$ cat config.mk
export PLATFORM = sky130hd
export DESIGN_NAME = ilte_front_flat
export DESIGN_NICKNAME = d
export VERILOG_FILES = /design/src/rtl/core/ilte_pkg.sv /design/src/rtl/core/ilte_if.sv /design/src/rtl/core/ilte_front.sv /design/src/flat_wrapper.sv
export SDC_FILE = /design/constraint.sdc
export NUM_CORES = 1
export LEC_CHECK = 0
export BUFFER_PORTS_ARGS = -buffer_cell sky130_fd_sc_hd__buf_2
export CAP_MARGIN = 20
export CORE_MARGIN = 2
export CORE_UTILIZATION = 55
export DETAILED_ROUTE_END_ITERATION = 10
export PLACE_DENSITY_LB_ADDON = 0.15
export SYNTH_ARGS = -nofsm -noshare
export SYNTH_HDL_FRONTEND = slang
export SYNTH_SLANG_ARGS = --single-unit
$ cat constraint.sdc
create_clock -name clk -period 9.99 [get_ports clk]
set_input_delay 2.997 -clock clk [delete_from_list [all_inputs] [get_ports clk]]
set_output_delay 2.997 -clock clk [all_outputs]
set_load 0.005 [all_outputs]
$ cat src/rtl/core/ilte_pkg.sv
// Package for the integer list table engine.
// Holds command and status codes, the decoded operation type, the queue item type and the sequencer state type.
// No dependencies.
package ilte_pkg;

  localparam logic [2:0] CMD_CLEAR  = 3'd0;
  localparam logic [2:0] CMD_APPEND = 3'd1;
  localparam logic [2:0] CMD_INSERT = 3'd2;
  localparam logic [2:0] CMD_SORT   = 3'd3;
  localparam logic [2:0] CMD_SEARCH = 3'd4;
  localparam logic [2:0] CMD_DELETE = 3'd5;
  localparam logic [2:0] CMD_READ   = 3'd6;

  localparam logic [2:0] ST_OK       = 3'd0;
  localparam logic [2:0] ST_NOLIST   = 3'd1;
  localparam logic [2:0] ST_NOTFOUND = 3'd2;
  localparam logic [2:0] ST_FULL     = 3'd3;
  localparam logic [2:0] ST_RANGE    = 3'd4;

  typedef enum logic [2:0] {
    OP_CLEAR, OP_APPEND, OP_INSERT, OP_SORT, OP_SEARCH, OP_DELETE, OP_READ, OP_NOP
  } op_t;

  typedef struct packed {
    op_t                op;
    logic signed [31:0] value;
    logic [9:0]         ridx;
  } cmd_item_t;

  typedef enum logic [3:0] {
    S_IDLE, S_INS_RD, S_INS_CMP, S_INS_PUT, S_SORT_RD, S_SORT_KEY,
    S_BIN_RD, S_BIN_CMP, S_LIN_RD, S_LIN_CMP, S_FOUND, S_DEL_RD, S_DEL_WR,
    S_RD_ISSUE, S_RD_DATA
  } state_t;

endpackage

$ cat src/rtl/core/ilte_if.sv
// Channel interfaces for the integer list table engine: command beats in, result beats out.
// No dependencies.
interface ilte_in_if;
  logic               valid;
  logic               ready;
  logic [2:0]         cmd;
  logic signed [31:0] operand_value;
  logic [9:0]         read_index;
  modport source(output valid, cmd, operand_value, read_index, input ready);
  modport sink(input valid, cmd, operand_value, read_index, output ready);
endinterface


$ cat src/rtl/core/ilte_front.sv
// Front end: accepts command beats, decodes them and holds them in a two-entry queue.
// Depends on ilte_pkg and ilte_in_if.
module ilte_front import ilte_pkg::*; (
  input  logic      clk,
  input  logic      rst_n,
  ilte_in_if.sink   in_ch,
  output logic      q_valid,
  output cmd_item_t q_item,
  input  logic      q_pop
);

  cmd_item_t  q_mem_r [2];
  logic       wr_ptr_r, rd_ptr_r;
  logic [1:0] cnt_r;
  cmd_item_t  dec;
  logic       push;

  always_comb begin
    dec.value = in_ch.operand_value;
    dec.ridx  = in_ch.read_index;
    unique case (in_ch.cmd)
      CMD_CLEAR:  dec.op = OP_CLEAR;
      CMD_APPEND: dec.op = OP_APPEND;
      CMD_INSERT: dec.op = OP_INSERT;
      CMD_SORT:   dec.op = OP_SORT;
      CMD_SEARCH: dec.op = OP_SEARCH;
      CMD_DELETE: dec.op = OP_DELETE;
      CMD_READ:   dec.op = OP_READ;
      default:    dec.op = OP_NOP;
    endcase
  end

  assign in_ch.ready = (cnt_r != 2'd2);
  assign push        = in_ch.valid && in_ch.ready;
  assign q_valid     = (cnt_r != 2'd0);
  assign q_item      = q_mem_r[rd_ptr_r];

  always_ff @(posedge clk) begin
    if (push) begin
      q_mem_r[wr_ptr_r] <= dec;
    end
  end

  always_ff @(posedge clk) begin
    if (!rst_n) begin
      wr_ptr_r <= 1'b0;
      rd_ptr_r <= 1'b0;
      cnt_r    <= 2'd0;
    end else begin
      if (push) wr_ptr_r <= ~wr_ptr_r;
      if (q_pop) rd_ptr_r <= ~rd_ptr_r;
      cnt_r <= cnt_r + 2'(push) - 2'(q_pop);
    end
  end

endmodule

$ cat src/flat_wrapper.sv
// flat-port wrapper written by rule: the top's interface ports become plain ports
module ilte_front_flat import ilte_pkg::*;
  (clk, rst_n, q_valid, q_item, q_pop, in_ch_valid, in_ch_cmd, in_ch_operand_value, in_ch_read_index, in_ch_ready);
  ilte_in_if in_ch_i ();
  input  logic clk;
  input  logic rst_n;
  output logic q_valid;
  output cmd_item_t q_item;
  input  logic q_pop;
  input wire logic [$bits(in_ch_i.valid)-1:0] in_ch_valid;
  input wire logic [$bits(in_ch_i.cmd)-1:0] in_ch_cmd;
  input wire logic [$bits(in_ch_i.operand_value)-1:0] in_ch_operand_value;
  input wire logic [$bits(in_ch_i.read_index)-1:0] in_ch_read_index;
  output wire logic [$bits(in_ch_i.ready)-1:0] in_ch_ready;
  assign in_ch_i.valid = in_ch_valid;
  assign in_ch_i.cmd = in_ch_cmd;
  assign in_ch_i.operand_value = in_ch_operand_value;
  assign in_ch_i.read_index = in_ch_read_index;
  assign in_ch_ready = in_ch_i.ready;
  ilte_front u_core (.clk(clk), .rst_n(rst_n), .in_ch(in_ch_i), .q_valid(q_valid), .q_item(q_item), .q_pop(q_pop));
endmodule
==> parameters.txt <==
Parameter                              Value

Cells and area
  Final core utilization    69.04%
  Net count, final    321
  Antenna diode count    0
  Share of layout cells above drive strength 1    59.27%
  Area growth from synthesis to final layout    20.05%
  Multi-input gate area in the final layout    785.8 um^2
  Number of fill cells    431
  Register Area    2804 um^2

STA
  Slew of the pin with the lowest slew margin    0.6098 ns
  Fmax achieved    198.1 MHz
  Unrepaired setup endpoints after global routing    no
  Max-Slew Margin vs Limit    59.35%
  Clk_skew    0.007716 ns
  Count of final setup violators    0
  Final number of hold-violating endpoints    0
  Number of pins exceeding their max-slew limit in the final report    0
  Setup TNS after final layout    0 ns
  Hold slack final    0.5258 ns
  Final critical delay including setup and external delays    5.047 ns
  Final worst path period share    50.53%

Worst setup path
  Capturing point of the worst reg2reg path    u_core.q_mem_r[0][4]
  R2R depth    4
  Crit start category    register
  Source of the worst register-to-register timing path    u_core.cnt_r[0]
  Highest fanout seen on the critical path    34
  Category of the most critical setup path    register to output port
  Worst setup slack for register-to-register paths    8.22 ns
  Worst setup EP type    output port
  Worst EP required    6.99 ns
  WP data arrival    2.05 ns

Synth
  Total of flip-flops plus latches after synthesis    95
  Commonest cells in the netlist    90 x edfxtp_1, 40 x mux2_4, 5 x dfxtp_1, 5 x mux2_2, 4 x buf_12
  Mapped Area    3694 um^2
  Most frequently used cell type in the post-synthesis netlist    edfxtp_1
  Avg Cell Area, Syn    21.86 um^2
  Synth cell types    21
  Area fraction of the dominant cell type after synthesis    73.17%
  Post-synth EDFFs    90
  YS warnings    0
  Fraction of registers with async set or reset after synthesis    0%
  Flip-flop cell with the highest count after synthesis    edfxtp_1
  Net count after synthesis    220
  Synth top area cells    edfxtp_1 73%, mux2_4 16%, dfxtp_1 2.7%, buf_12 2.2%, mux2_2 1.5%
  Post-synthesis cell count    169
  Sequential-to-total area share from yosys stat    75.88%
  Synth area leader    edfxtp_1

Place
  Weighted congestion at the end of routability-driven global placement    0.6948
  Half-perimeter wire length after placement    3673 um
  IO buf count    95

Clocking
  Number of buffers inserted by hold repair at cts    0
  Post-cts repair resize count    0
  Post-CTS Setup Inserts    0
  Clock insertion delay at the later pin of the skew report    0.35 ns
  Cts bufs inserted    9
  Clock Pin Slew Worst Setup and Hold Paths    0.09 ns
  Largest buffer count on any clock path    2
  Cell chosen for the clock root    clkbuf_8
  Max H-tree Level    3
  Clock tree from TritonCTS    built
  Count of clock tree sinks    95

GRT
  Number of antenna violations at the first check in global routing    0
  Via count of the first global-routing pass    1821
  Met1 Resource Use GR    20.17%
  Met3 usage    4.139%
  Layer carrying the most global-route usage    met2
  Pin count of the biggest net entering global routing    46
  Wire length of the first global-routing pass    8625 um
  Grt ovf    0
  Total track usage    16.00%
  Met2 global-route usage    25.44%

Power and ir drop
  Maximum ir drop on the vdd rail    0.1329 mV
  Post-route total power    0.9375 mW
  Leakage power    1.774 nW
  Power per cell area    211.4 nW/um^2

Floorplanning
  Die H    85.95 um
  I/O pin count    96
  CORE AREA    6422 um^2
  Die span in x    85.95 um
  Starting utilization of the core area    57.51%
  Number of placement rows    29
  Die ar.    7387 um^2

Detailed routing
  First drt pass iteration count    4
  Number of nets still failing antenna checks after routing    0
  Final routed wire length divided by cell count    16.13 um
  Aggregate routed wire length    5678 um
  Count of routing violations after the opening detailed-route iteration    76
  Per-cell via count in the routed design    5.023
  DRC    0
  Via Count    1768

Worst hold path
  WHS Endpoint    u_core.wr_ptr_r
  Worst min-delay path category    register to register
  Hold Crit Depth    2
  Hold Startpoint    u_core.wr_ptr_r

Run
  Number of violations of the max-capacitance limit    0

Outcome
  Status    complete, no violations
[cells by family (layout without fill, tap and decap cells)]
group	after synthesis	after routing	share of synthesized area (%)
AND/OR/NAND/NOR	13	13	1.965
adder cells (fa/ha/maj)	2	2	0.6774
AO/OA/AOI/OAI	1	1	0.1354
XOR/XNOR	2	2	0.4743
buffers and inverters	11	117	3.083
flip-flops	95	95	75.88
multiplexers	45	45	17.78
[sequential cells by signal, summed over array words and instances, names as in the netlist, named ones only]
register         count
u_core.wr_ptr_r      1
u_core.q_mem_r      90
u_core.cnt_r         2
u_core.rd_ptr_r      1
[where the power goes]
part           total [mW]  switching [mW]  internal (mW)
clock               0.276           0.132          0.144
combinational       0.153          0.0697         0.0833
sequential          0.508          0.0156          0.493
total               0.937           0.218          0.720
[area by class of cell]
| cell class | count | share of cell area [%] |
|---|---|---|
| Multi-Input combinational cell | 63 | 17.72 |
| Timing Repair Buffer | 98 | 11.51 |
| Tap cell | 77 | 2.173 |
| Clock inverter | 7 | 2.314 |
| Sequential cell | 95 | 63.23 |
| Clock buffer | 9 | 2.793 |
| Inverter | 3 | 0.2540 |
[worst max-delay path, stage by stage, from the launching register on]
cell and delay [ns]:
dfxtp_2 0.57, buf_4 0.57, mux2_2 0.40, buf_2 0.13
[worst max-delay path by stage]
stage	endpoint	slack, ns	cells after the start
finish	q_item[0]	4.94	3
global route	q_item[1]	4.80	3
CTS	q_item[0]	4.88	3
detailed placement	q_item[3]	5.29	3
global placement	q_item[0]	5.31	3
floorplan	u_core.q_mem_r[0][0]	4.36	2
[metrics by stage]
| step | setup slack [ns] | instances | area [um^2] |
|---|---|---|---|
| after floorplan | 4.358 | 169 | 3694 |
| after global placement | 5.309 | 335 | 4188 |
| after detailed placement | 5.293 | 335 | 4188 |
| after CTS | 4.880 | 351 | 4414 |
| after global routing | 4.803 | 352 | 4434 |
| final | 4.943 | 352 | 4434 |
[cells in the final DEF, fill, tap and decap left out, types with 3 or more instances in the layout]
| cell | instances |
|---|---|
| mux2_2 | 5 |
| buf_2 | 95 |
| clkbuf_8 | 9 |
| inv_6 | 3 |
| and2_1 | 3 |
| inv_1 | 3 |
| dfxtp_1 | 4 |
| edfxtp_1 | 90 |
| nor2_1 | 3 |
| mux2_4 | 40 |
[layer usage]
metal,vias up,wire (um)
met4,0,119
met3,10,298
met1,839,2477
met2,69,2784
li1,850,-
met5,-,0
Note: power is estimated with default switching activity, not from simulation.
